`src/rtl/core/point_cloud_flex_conv_forward_macros.svh`:
```
// Assertion macros for the flex convolution block.
// Expects signals named clock and reset in the module that uses them.
`ifndef POINT_CLOUD_FLEX_CONV_FORWARD_MACROS_SVH
`define POINT_CLOUD_FLEX_CONV_FORWARD_MACROS_SVH

// same-cycle implication
`define PCFC_ASSERT_SAME(lbl, ante, cons, msg) \
   lbl: assert property (@(posedge clock) disable iff (reset) (ante) |-> (cons)) \
      else $error(msg);

// next-cycle implication
`define PCFC_ASSERT_NEXT(lbl, ante, cons, msg) \
   lbl: assert property (@(posedge clock) disable iff (reset) (ante) |=> (cons)) \
      else $error(msg);

`endif

```
`src/rtl/core/pcfc_pkg.sv`:
```
// Shared types, codes and constants of the flex convolution block.
// No dependencies.
`default_nettype none
package pcfc_pkg;

   localparam int MAX_POINTS       = 1024;
   localparam int MAX_NEIGHBORS    = 8;
   localparam int MAX_IN_CHANNELS  = 16;
   localparam int MAX_OUT_CHANNELS = 16;
   localparam int MAX_POS_DIMS     = 3;

   localparam int FEAT_DEPTH  = MAX_IN_CHANNELS * MAX_POINTS;
   localparam int POS_DEPTH   = MAX_POS_DIMS * MAX_POINTS;
   localparam int NBR_DEPTH   = MAX_NEIGHBORS * MAX_POINTS;
   localparam int SLOPE_DEPTH = MAX_POS_DIMS * MAX_IN_CHANNELS * MAX_OUT_CHANNELS;
   localparam int BIAS_DEPTH  = MAX_IN_CHANNELS * MAX_OUT_CHANNELS;

   // command codes
   typedef enum logic [2:0] {
      OP_FEATURE  = 3'd0,
      OP_POSITION = 3'd1,
      OP_NEIGHBOR = 3'd2,
      OP_SLOPE    = 3'd3,
      OP_BIAS     = 3'd4,
      OP_COMPUTE  = 3'd5
   } pcfc_op_type;

   // register indexes
   typedef enum logic [1:0] {
      REG_IN_CHANNELS    = 2'd0,
      REG_OUT_CHANNELS   = 2'd1,
      REG_NEIGHBOR_COUNT = 2'd2,
      REG_POS_DIMS       = 2'd3
   } pcfc_reg_type;

   typedef enum logic [3:0] {
      ST_IDLE,
      ST_CTR_RD,
      ST_CTR_LD,
      ST_SLOT_RD,
      ST_SLOT_LD,
      ST_CH_RD,
      ST_CH_LD,
      ST_DIM_RD,
      ST_DIM_DELTA,
      ST_DIM_MUL,
      ST_DIM_ACC,
      ST_W_SAT,
      ST_W_MUL,
      ST_W_ACC,
      ST_OUT
   } pcfc_state_type;

   // effective loop bounds, each minus one
   typedef struct packed {
      logic [3:0] nin_m1;
      logic [3:0] nout_m1;
      logic [2:0] nk_m1;
      logic [1:0] nd_m1;
   } pcfc_cfg_type;

   typedef struct packed {
      logic [2:0]        command;
      logic [9:0]        point;
      logic [2:0]        slot;
      logic [3:0]        in_channel;
      logic [3:0]        out_channel;
      logic [1:0]        coord;
      logic signed [31:0] value;
   } pcfc_req_type;

   typedef struct packed {
      logic wr_en;
      logic ptr_ld;
      logic center_ld;
      logic k_ld;
      logic ch_ld;
      logic dim_delta;
      logic dim_mul;
      logic dim_acc;
      logic w_sat;
      logic w_mul;
      logic w_acc;
      logic acc_clr;
      logic out_ld;
      logic last;
      logic [2:0] slot;
      logic [3:0] ich;
      logic [3:0] och;
      logic [1:0] dim;
   } pcfc_cmd_type;

   typedef struct packed {
      logic out_free;
   } pcfc_sts_type;

   // saturate a 64-bit signed value to 32 bits
   function automatic logic signed [31:0] sat32(input logic signed [63:0] x);
      logic signed [31:0] r;
      if (x > 64'sd2147483647)       r = 32'sh7FFF_FFFF;
      else if (x < -64'sd2147483648) r = 32'sh8000_0000;
      else                           r = x[31:0];
      return r;
   endfunction

endpackage
`default_nettype wire

```
`src/rtl/core/pcfc_ctrl.sv`:
```
// Controller: state machine and loop counters sequencing one compute.
// Depends on pcfc_pkg and the assertion macro header.
`default_nettype none
`include "point_cloud_flex_conv_forward_macros.svh"
module pcfc_ctrl (
   input  wire logic                   clock,
   input  wire logic                   reset,
   input  wire pcfc_pkg::pcfc_cfg_type  cfg,
   input  wire logic                   req_valid,
   input  wire logic [2:0]             req_command,
   output logic                        req_ready,
   output pcfc_pkg::pcfc_cmd_type       cmd,
   input  wire pcfc_pkg::pcfc_sts_type  sts
);

   pcfc_pkg::pcfc_state_type state_ff, state_in;
   logic [2:0] s_ff, s_in;
   logic [3:0] i_ff, i_in;
   logic [3:0] o_ff, o_in;
   logic [1:0] d_ff, d_in;
   logic       is_compute, last_d, last_i, last_s, last_o;

   assign is_compute = (pcfc_pkg::pcfc_op_type'(req_command) == pcfc_pkg::OP_COMPUTE);
   assign last_d = (d_ff == cfg.nd_m1);
   assign last_i = (i_ff == cfg.nin_m1);
   assign last_s = (s_ff == cfg.nk_m1);
   assign last_o = (o_ff == cfg.nout_m1);

   always_ff @(posedge clock) begin
      if (reset) begin
         state_ff <= pcfc_pkg::ST_IDLE;
         s_ff <= '0;
         i_ff <= '0;
         o_ff <= '0;
         d_ff <= '0;
      end else begin
         state_ff <= state_in;
         s_ff <= s_in;
         i_ff <= i_in;
         o_ff <= o_in;
         d_ff <= d_in;
      end
   end

   // next state
   always_comb begin
      state_in = state_ff;
      unique case (state_ff)
         pcfc_pkg::ST_IDLE:      if (req_valid && is_compute) state_in = pcfc_pkg::ST_CTR_RD;
         pcfc_pkg::ST_CTR_RD:    state_in = pcfc_pkg::ST_CTR_LD;
         pcfc_pkg::ST_CTR_LD:    state_in = pcfc_pkg::ST_SLOT_RD;
         pcfc_pkg::ST_SLOT_RD:   state_in = pcfc_pkg::ST_SLOT_LD;
         pcfc_pkg::ST_SLOT_LD:   state_in = pcfc_pkg::ST_CH_RD;
         pcfc_pkg::ST_CH_RD:     state_in = pcfc_pkg::ST_CH_LD;
         pcfc_pkg::ST_CH_LD:     state_in = pcfc_pkg::ST_DIM_RD;
         pcfc_pkg::ST_DIM_RD:    state_in = pcfc_pkg::ST_DIM_DELTA;
         pcfc_pkg::ST_DIM_DELTA: state_in = pcfc_pkg::ST_DIM_MUL;
         pcfc_pkg::ST_DIM_MUL:   state_in = pcfc_pkg::ST_DIM_ACC;
         pcfc_pkg::ST_DIM_ACC: begin
            state_in = last_d ? pcfc_pkg::ST_W_SAT : pcfc_pkg::ST_DIM_RD;
         end
         pcfc_pkg::ST_W_SAT:     state_in = pcfc_pkg::ST_W_MUL;
         pcfc_pkg::ST_W_MUL:     state_in = pcfc_pkg::ST_W_ACC;
         pcfc_pkg::ST_W_ACC: begin
            if (!last_i)     state_in = pcfc_pkg::ST_CH_RD;
            else if (!last_s) state_in = pcfc_pkg::ST_SLOT_RD;
            else             state_in = pcfc_pkg::ST_OUT;
         end
         pcfc_pkg::ST_OUT: begin
            if (sts.out_free) state_in = last_o ? pcfc_pkg::ST_IDLE : pcfc_pkg::ST_SLOT_RD;
         end
         default:                state_in = pcfc_pkg::ST_IDLE;
      endcase
   end

   // outputs and counters
   always_comb begin
      cmd       = '0;
      cmd.slot  = s_ff;
      cmd.ich   = i_ff;
      cmd.och   = o_ff;
      cmd.dim   = d_ff;
      cmd.last  = last_o;
      req_ready = 1'b0;
      s_in = s_ff;
      i_in = i_ff;
      o_in = o_ff;
      d_in = d_ff;
      unique case (state_ff)
         pcfc_pkg::ST_IDLE: begin
            req_ready = 1'b1;
            cmd.wr_en = req_valid;
            if (req_valid && is_compute) begin
               cmd.ptr_ld = 1'b1;
               s_in = '0;
               i_in = '0;
               o_in = '0;
               d_in = '0;
            end
         end
         pcfc_pkg::ST_CTR_LD: begin
            cmd.center_ld = 1'b1;
            cmd.acc_clr   = 1'b1;
         end
         pcfc_pkg::ST_SLOT_LD:   cmd.k_ld      = 1'b1;
         pcfc_pkg::ST_CH_LD:     cmd.ch_ld     = 1'b1;
         pcfc_pkg::ST_DIM_DELTA: cmd.dim_delta = 1'b1;
         pcfc_pkg::ST_DIM_MUL:   cmd.dim_mul   = 1'b1;
         pcfc_pkg::ST_DIM_ACC: begin
            cmd.dim_acc = 1'b1;
            d_in = last_d ? 2'd0 : d_ff + 2'd1;
         end
         pcfc_pkg::ST_W_SAT:     cmd.w_sat = 1'b1;
         pcfc_pkg::ST_W_MUL:     cmd.w_mul = 1'b1;
         pcfc_pkg::ST_W_ACC: begin
            cmd.w_acc = 1'b1;
            i_in = last_i ? 4'd0 : i_ff + 4'd1;
            if (last_i) s_in = last_s ? 3'd0 : s_ff + 3'd1;
         end
         pcfc_pkg::ST_OUT: begin
            if (sts.out_free) begin
               cmd.out_ld  = 1'b1;
               cmd.acc_clr = 1'b1;
               o_in = o_ff + 4'd1;
            end
         end
         default: ;
      endcase
   end

   `PCFC_ASSERT_NEXT(a_compute_start, (state_ff == pcfc_pkg::ST_IDLE && req_valid && is_compute), (state_ff == pcfc_pkg::ST_CTR_RD), "compute accepted without starting")
   `PCFC_ASSERT_SAME(a_out_room, cmd.out_ld, sts.out_free, "result loaded over a waiting one")
   `PCFC_ASSERT_NEXT(a_last_ends, (cmd.out_ld && cmd.last), (state_ff == pcfc_pkg::ST_IDLE), "run did not end on last channel")

endmodule
`default_nettype wire

```
`config.mk`:
```
export PLATFORM = sky130hd
export DESIGN_NAME = pcfc_ctrl
export DESIGN_NICKNAME = d
export VERILOG_FILES = /design/src/rtl/core/pcfc_pkg.sv /design/src/rtl/core/pcfc_ctrl.sv
export VERILOG_INCLUDE_DIRS = /design/src /design/src/rtl/core
export SDC_FILE = /design/constraint.sdc
export NUM_CORES = 1
export LEC_CHECK = 0
export BUFFER_PORTS_ARGS = -buffer_cell sky130_fd_sc_hd__buf_2
export CAP_MARGIN = 10
export CORE_MARGIN = 2
export CORE_UTILIZATION = 48
export CTS_CLUSTER_DIAMETER = 30
export DETAILED_ROUTE_END_ITERATION = 6
export PLACE_DENSITY_LB_ADDON = 0.25
export SYNTH_ARGS = -nofsm -noshare
export SYNTH_HDL_FRONTEND = slang
export SYNTH_SLANG_ARGS = --single-unit
export TNS_END_PERCENT = 10
```
`constraint.sdc`:
```
create_clock -name clock -period 2.05 [get_ports clock]
set_clock_uncertainty 0.1 [all_clocks]
set_input_delay 0.205 -clock clock [delete_from_list [all_inputs] [get_ports clock]]
set_output_delay 0.205 -clock clock [all_outputs]
set_load 0.02 [all_outputs]
```
==> run metrics, run 1 <==
gp weighted congestion=about 0.86; P_leak=approximately 0.00078 uW; area of the die=just over 3000 um2; Tmin final=1.90 ns; via-per-instance ratio=about 5.5; crit path cell chain=buf_4 -> nor4_4 -> buf_4 -> and2_1 -> buf_2; VDD IR max=between 0.0002 and 0.0003 V; Site Rows=18; Hold Crit Start=reset; I/O Buffers=47; hold_buf cts=0; Via Count=between 1000 and 1500; P&R area growth vs syn=26.0%; TritonCTS Buffers=3; Die X=55.0 um; First-pass DRT Iterations=6; layout cell share with drive strength beyond 1=33.5%; Layout Cells excl Fill=233; CP arrival=approximately 1.6 ns; Synth area leaders=dfxtp_1 27%, xnor2_1 6.3%, nand3_1 4.4%; period utilization=92.6%; dpl hpwl=approximately 2.3 mm; Avg Inst Size Synth=between 8 and 9 um2; required time of the critical path=1.75 ns; Rel. slew slack=around three quarters; ANT cells=0; CTS Sinks=17; Startpoint Class=flop; vias in the first global route=~1100; Die Ht=approximately 55 um; CP Class=reg -> out; Worst Max-Slew Pin Slew=roughly 0.36 ns; Syn. warnings=0; root buffer cell=clkbuf_4; Inst Count DP=between 200 and 250; GRT Total Usage=22.1%; Setup WS post-layout=0.152 ns; setup bufs post-CTS=0; Clock transition at path regs=0.09 ns; EDFF count, synth=0; largest net degree at the start of global routing=17; initial core utilization=around 50%; worst-path fanout max=15; CP peak stage delay=between 0.3 and 0.4 ns; Max-Cap Viols=0; total power=600 uW; Pwr per Cell Area=381 nW/um2; total overflow reported by the global router=0; first-pass GRT wire length=roughly 5 mm; # IOs=between 40 and 50; deepest clock path buffer count=2; count of different cell masters after synthesis=about 40; CTS tree=done; Hold Crit Class=in -> reg; Crit. Startpoint=state_ff[0]; Mapped Cells=roughly 150; 1st-iter DRT viols=18; Highest Clock Rate=about 530 MHz; Most common cell on crit path=buf_4; RSZ-0062 raised after global routing=no; setup TNS=0 ns; status=complete, no violations; Worst-Skew Late Latency=0.31 ns; filler instances=approximately 250; area leader, netlist=dfxtp_1; Seq/Total Area, Yosys=roughly 27%; Hold Slack=approximately 0.15 ns; Slew Viols, Final=0; core box area=2480 um2; H-tree lvl count=1; Synthesized Nets=177; Worst R2R Start=state_ff[1]; crit path max-delay cell type=dfxtp_1; asr flop ratio synth=0%; drt drc=0; post-synth top area share=approximately 27%; Final nets=between 200 and 250; Syn Std Cell Area=about 1200 um2; top cells by count, synth=17 x dfxtp_1, 13 x nand2_1, 11 x nand3_1; dpl ws=roughly 0.24 ns; Seq cells post-synth=17; initial antenna violation count=0; prevailing post-synth register cell=dfxtp_1; routed length per instance=approximately 13 um; drt total wl=3.03 mm; most common cell in the netlist=dfxtp_1; Fin. Hold Viols=0; Worst setup EP type=output port; Final ANT Viol Nets=0; final number of setup-violating endpoints=0
## per-layer routing
layer	up-vias	GRT usage, %	wire length (um)
met5	-	0	0
met4	0	6.10	24
met3	4	4.03	142
met2	35	35.3	1420
met1	589	30.5	1440
li1	655	-	-
## kinds of logic after synthesis
family                     count (synthesis)  share of synthesized area, %
xor gates and xnor gates                  15                          10.5
buffers and inverters                     14                          4.71
DFF                                       17                          27.3
muxes                                      3                          2.40
AOI/OAI and AO/OA                         31                          17.0
and+or+nand+nor                           71                          35.1
adders and majority gates                  3                          3.01
## placed cells by master, fill, tap and decap left out, drive strengths merged, types with 4 or more instances in the layout
cell,count
nand3,11
nand2,13
nand2b,7
nor2,4
inv,4
a21oi,8
buf,54
xor2,6
xnor2,9
nor2b,7
nand3b,5
dfxtp,17
o21ai,7
nor3,9
## sequential cells by signal, summed over array words and instances (netlist names)
name      cells
d_ff          2
i_ff          4
o_ff          4
s_ff          3
state_ff      4
## final timing paths
check,end,slack (ns),cells past startpoint
worst min-delay path,s_ff[1],0.15,4
worst max-delay path,cmd[26],0.15,5
worst min register to register,s_ff[1],0.43,2
worst max register to register,s_ff[0],0.33,4
## through the flow
step / utilization (%) / area (um2)
floorplan: - / 1250
global placement: 61.9 / 1530
detailed placement: 61.9 / 1530
CTS: 63.0 / 1560
global route: 63.5 / 1570
finish: 63.5 / 1570
## where the power goes
part           switching (uW)  total, uW  leakage [uW]  internal, uW
Clock                     116        188     0.0000177          72.8
Combinational            42.4       79.2      0.000622          36.8
Sequential               1.15        332      0.000138           331
## what timing repair did
action                                 in CTS  in global routing
endpoints found under the hold margin       0                  0
setup endpoints to repair                   0                  4
resized for setup                           0                  4
## final cells by class
cell class / instances / area (um2) / area share, %
tap: 30 / 37.5 / 2.39
sequential: 17 / 343 / 21.8
clock buffer: 3 / 22.5 / 1.43
clock inverter: 1 / 5.00 / 0.318
inverter: 5 / 18.8 / 1.19
timing repair buffer: 54 / 288 / 18.3
multi-input combinational: 123 / 858 / 54.6
## critical path, delay by kind of cell, from the launching register on
family,cells,cell delay [ns]
simple gates,2,0.41
buf+inv,3,0.54
flops,1,0.34
(Power assumes the default switching activity.)
==> run 2, diff against run 1 <==
CORE_ASPECT_RATIO = 1.1   (was default)
==> run metrics, run 2 (synthesized netlist as in run 1, its figures left out) <==
status=complete, no violations (unchanged); CP peak stage delay=0.50 ns (was 0.34 ns); routed length per instance=13.6 um (was 13.0 um); Regs by FF count=i_ff (4), o_ff (4), state_ff (4) (unchanged); Worst setup EP type=output port (unchanged); TritonCTS Buffers=3 (unchanged); Clock transition at path regs=0.09 ns (about the same); # IOs=48 (unchanged); Pwr per Cell Area=376 nW/um2 (was 381 nW/um2); setup TNS=0 ns (unchanged); Setup WS post-layout=0.0711 ns (was 0.152 ns); Fin. Hold Viols=0 (unchanged); drt total wl=3.20 mm (was 3.03 mm); initial core utilization=50.0% (was 50.4%); 1st-iter DRT viols=30 (was 18); First-pass DRT Iterations=4 (was 6); vias in the first global route=1254 (was 1101); drt drc=0 (unchanged); met2 wire len=1.58 mm (was 1.42 mm); Final ANT Viol Nets=0 (unchanged); Rel. slew slack=75.8% (was 75.9%); largest net degree at the start of global routing=16 (was 17); Crit path max-delay family=flip-flops (was buffers and inverters); P_leak=0.000779 uW (was 0.000777 uW); GRT Total Usage=23.4% (was 22.1%); Highest Clock Rate=505 MHz (was 527 MHz); initial antenna violation count=0 (unchanged); highest metal used=met4 (unchanged); ANT cells=0 (unchanged); most frequent cells in the layout=47 x buf_2, 15 x dfxtp_1, 12 x nand2_1 (unchanged); required time of the critical path=1.75 ns (about the same); most common cell after layout, fill and taps aside=buf_2 (unchanged); total overflow reported by the global router=0 (unchanged); dpl hpwl=2.47 mm (was 2.30 mm); P&R area growth vs syn=26.6% (was 26.0%); Startpoint Class=flop (unchanged); CTS Sinks=17 (unchanged); period utilization=96.5% (was 92.6%); crit path max-delay cell type=dfxtp_1 (unchanged); area of the die=3030 um2 (about the same); gp weighted congestion=0.850 (was 0.862); I/O Buffers=47 (unchanged); Die Ht=57.5 um (was 55.0 um); Worst-Skew Late Latency=0.30 ns (was 0.31 ns); H-tree lvl count=1 (unchanged); CTS tree=done (unchanged); Site Rows=19 (was 18); CP Class=reg -> out (unchanged); via-per-instance ratio=5.40 (was 5.51); hold_buf cts=0 (unchanged); CP arrival=1.67 ns (was 1.59 ns); worst path bufs/invs=3 (unchanged); Final nets=228 (was 227); Die X=52.6 um (was 55.0 um); Worst Max-Slew Pin Slew=0.360 ns (was 0.359 ns); Hold Crit Class=in -> reg (unchanged); M1 WL=1.44 mm (about the same); layout cell share with drive strength beyond 1=33.3% (was 33.5%); final number of setup-violating endpoints=0 (unchanged); Tmin final=1.98 ns (was 1.90 ns); deepest clock path buffer count=2 (unchanged); Slew Viols, Final=0 (unchanged); crit path cell chain=buf_4 -> and4b_1 -> nand2_1 -> inv_1 -> buf_2 (was buf_4 -> nor4_4 -> buf_4 -> and2_1 -> buf_2); Max-Cap Viols=0 (unchanged); VDD IR max=0.000363 V (was 0.000278 V); first-pass GRT wire length=5.40 mm (was 4.92 mm); met3 WL post-DR=116 um (was 142 um); root buffer cell=clkbuf_4 (unchanged); dpl ws=0.252 ns (was 0.244 ns); Via Count=1270 (was 1283); worst-path fanout max=11 (was 15); core box area=2500 um2 (was 2480 um2)
==> run 2: cell types whose count changed in the layout (fill, tap and decap cells not counted) <==
cell      change
buf_4         +1
clkbuf_1      +1
clkinv_2      -1
==> run 2: per-stage QoR <==
step	total power (uW)	utilization (%)	instance area [um2]	instances	hold slack, ns
floorplan	381	-	1250	154	0.266
global placement	413	60.9	1520	228	0.394
detailed placement	415	60.9	1520	228	0.409
CTS	594	62.0	1550	232	0.172
global route	618	63.3	1580	235	0.177
finish	594	63.3	1580	235	0.166
==> run 2: per-layer routing <==
layer  track usage, %  vias up
li1                 -      654
met1             28.6      572
met2             41.1       36
met3             1.83        8
met4             9.89        0
met5                0        -
==> run 2: layout make-up <==
class,count,area [um2]
Tap cell,31,38.8
Inverter,5,18.8
Sequential cell,17,343
Fill cell,249,916
Timing Repair Buffer,55,295
Multi-Input combinational cell,123,858
Clock buffer,4,26.3
==> run 2: worst paths after layout <==
path	from	to	slack (ns)	cells after the start
setup / recovery	state_ff[0]	cmd[14]	0.07	5
hold / removal	reset	d_ff[0]	0.17	2
setup reg to reg	state_ff[0]	s_ff[0]	0.22	4
hold reg to reg	s_ff[1]	s_ff[1]	0.42	2
==> run 2: what timing repair did <==
item,CTS,global route
endpoints found under the setup margin,0,4
buffers inserted,0,3
resized for setup,0,4
==> run 2: report_power, final <==
group	internal, uW	switching [uW]
combinational	36.9	42.9
sequential	331	2.08
clock	75.9	105
total	444	150
==> run 3, diff against run 2 <==
CORE_MARGIN = default   (was 2)
==> run metrics, run 3 (synthesized netlist as in run 1, its figures left out) <==
area of the multi-input gates=852 um2 (was 858 um2); CP Class=reg -> out (unchanged); initial core utilization=50.5% (was 50.0%); gp weighted congestion=0.818 (was 0.850); Regs by FF count=i_ff (4), o_ff (4), state_ff (4) (unchanged); most frequent cells in the layout=47 x buf_2, 16 x dfxtp_1, 12 x nand2_1 (was 47 x buf_2, 15 x dfxtp_1, 12 x nand2_1); filler instances=228 (was 249); drt drc=0 (unchanged); drt total wl=2.93 mm (was 3.20 mm); Final nets=227 (was 228); H-tree lvl count=1 (unchanged); CTS tree=done (unchanged); CTS Sinks=17 (unchanged); P_leak=0.000774 uW (was 0.000779 uW); Via Count=1286 (was 1270); initial antenna violation count=0 (unchanged); Hold Crit Class=in -> reg (unchanged); Worst setup EP type=output port (unchanged); ANT cells=0 (unchanged); crit path max-delay cell type=dfxtp_1 (unchanged); reg-to-reg endpoint=s_ff[0] (unchanged); Die Ht=55.5 um (was 57.5 um); part of the power in registers=56.7% (was 56.1%); Worst R2R Start=state_ff[1] (was state_ff[0]); TritonCTS Buffers=3 (unchanged); total power=587 uW (was 594 uW); Startpoint Class=flop (unchanged); setup TNS=0 ns (unchanged); RSZ-0062 raised after global routing=no; P&R area growth vs syn=25.4% (was 26.6%); hold_buf cts=0 (unchanged); Slew Viols, Final=0 (unchanged); total overflow reported by the global router=0 (unchanged); via-per-instance ratio=5.50 (was 5.40); Worst Max-Slew Pin Slew=0.502 ns (was 0.360 ns); Hold EP=s_ff[1] (was d_ff[0]); Worst-Skew Late Latency=0.28 ns (was 0.30 ns); sequential cell area=342 um2 (was 343 um2); Clock transition at path regs=0.10 ns (was 0.09 ns); Max-Cap Viols=0 (unchanged); Rel. slew slack=66.2% (was 75.8%); Crit path max-delay family=buffers and inverters (was flip-flops); GRT Total Usage=22.2% (was 23.4%); period utilization=95.2% (was 96.5%); # IOs=48 (unchanged); deepest clock path buffer count=2 (unchanged); Site Rows=19 (unchanged); required time of the critical path=1.75 ns (about the same); fin util=63.3% (about the same); core box area=2470 um2 (was 2500 um2); root buffer cell=clkbuf_4 (unchanged); I/O Buffers=47 (unchanged); sw frac=24.6% (was 25.3%); 1st-iter DRT viols=15 (was 30); worst path bufs/invs=3 (unchanged); Worst path depth=5 (unchanged); FF-to-FF setup slack=0.26 ns (was 0.22 ns); Register-to-Register Path Depth=4 (unchanged); Tmin final=1.95 ns (was 1.98 ns); VDD IR max=0.000336 V (was 0.000363 V); first-pass GRT wire length=5.00 mm (was 5.40 mm); final number of setup-violating endpoints=0 (unchanged); status=complete, no violations (unchanged); Pwr per Cell Area=375 nW/um2 (was 376 nW/um2); Highest Clock Rate=512 MHz (was 505 MHz); area of the die=2810 um2 (was 3030 um2); vias in the first global route=1173 (was 1254); worst-path fanout max=16 (was 11); Net Sw Power=145 uW (was 150 uW); internal power component=443 uW (was 444 uW); layout cell share with drive strength beyond 1=32.0% (was 33.3%); Die X=50.6 um (was 52.6 um); dpl hpwl=2.34 mm (was 2.47 mm); CP arrival=1.65 ns (was 1.67 ns); most common cell after layout, fill and taps aside=buf_2 (unchanged); Final ANT Viol Nets=0 (unchanged); First-pass DRT Iterations=4 (unchanged); crit path cell chain=buf_4 -> nor4_4 -> nand2_2 -> inv_1 -> buf_2 (was buf_4 -> and4b_1 -> nand2_1 -> inv_1 -> buf_2); routed length per instance=12.5 um (was 13.6 um); Hold Crit Start=reset (unchanged); share of total power in the clock network=30.1% (was 30.5%); WHS Path Cells=4 (was 2); CP peak stage delay=0.35 ns (was 0.50 ns); largest net degree at the start of global routing=17 (was 16); Comb pwr share=13.2% (was 13.4%); Fin. Hold Viols=0 (unchanged)
==> run 3: cell types whose count changed in the layout (fill, tap and decap cells not counted), sizes merged <==
cell,delta
buf,-1
==> run 3: power groups by stage <==
stage | registers, uW | logic [uW] | clock network (uW)
final | 333 | 77.4 | 177
after floorplan | 341 | 40.5 | 0
after detailed placement | 341 | 75.7 | 0
after global routing | 334 | 83.6 | 196
after global placement | 341 | 73.3 | 0
after CTS | 333 | 77.8 | 183
==> run 3: worst max path at each step <==
stage	endpoint	slack [ns]	from
floorplan	cmd[15]	0.26	state_ff[3]
global placement	s_ff[0]	0.26	state_ff[3]
detailed placement	s_ff[0]	0.19	state_ff[3]
CTS	cmd[14]	0.01	state_ff[3]
global route	cmd[25]	0.002	state_ff[2]
finish	cmd[25]	0.1	state_ff[2]
==> run 3: final cells by class <==
class                      count  share of cell area, %
clock buffer                   4                   1.68
inverter                       5                   1.20
multi-input combinational    123                   54.4
sequential                    17                   21.8
tap                           31                   2.48
timing repair buffer          54                   18.4
==> run 3: worst register-to-register path: cells and delay by family (launching register included) <==
family	cells	cell delay, ns
AND/OR/NAND/NOR	2	0.74
AO/OA/AOI/OAI	2	0.47
flip-flops	1	0.42
==> run 3: stage by stage <==
step	setup WS [ns]	cells	cell area [um2]	hold WS, ns
CTS	0.0114	234	1560	0.153
detailed placement	0.191	229	1530	0.407
finish	0.0981	234	1570	0.160
floorplan	0.259	154	1250	0.266
global placement	0.264	229	1530	0.396
global route	0.00236	234	1570	0.160
==> run 3: repair_timing <==
item	in CTS	in global routing
resized for setup	1	1
pin swaps	1	1
setup endpoints to repair	1	3
buffers inserted	1	0
endpoints found under the hold margin	0	0
==> run 3: per-layer routing <==
layer | GRT usage [%] | wire length (um)
met1 | 28.7 | 1310
met5 | 0 | 0
met3 | 1.65 | 109
met4 | 4.76 | 16
met2 | 39.6 | 1490
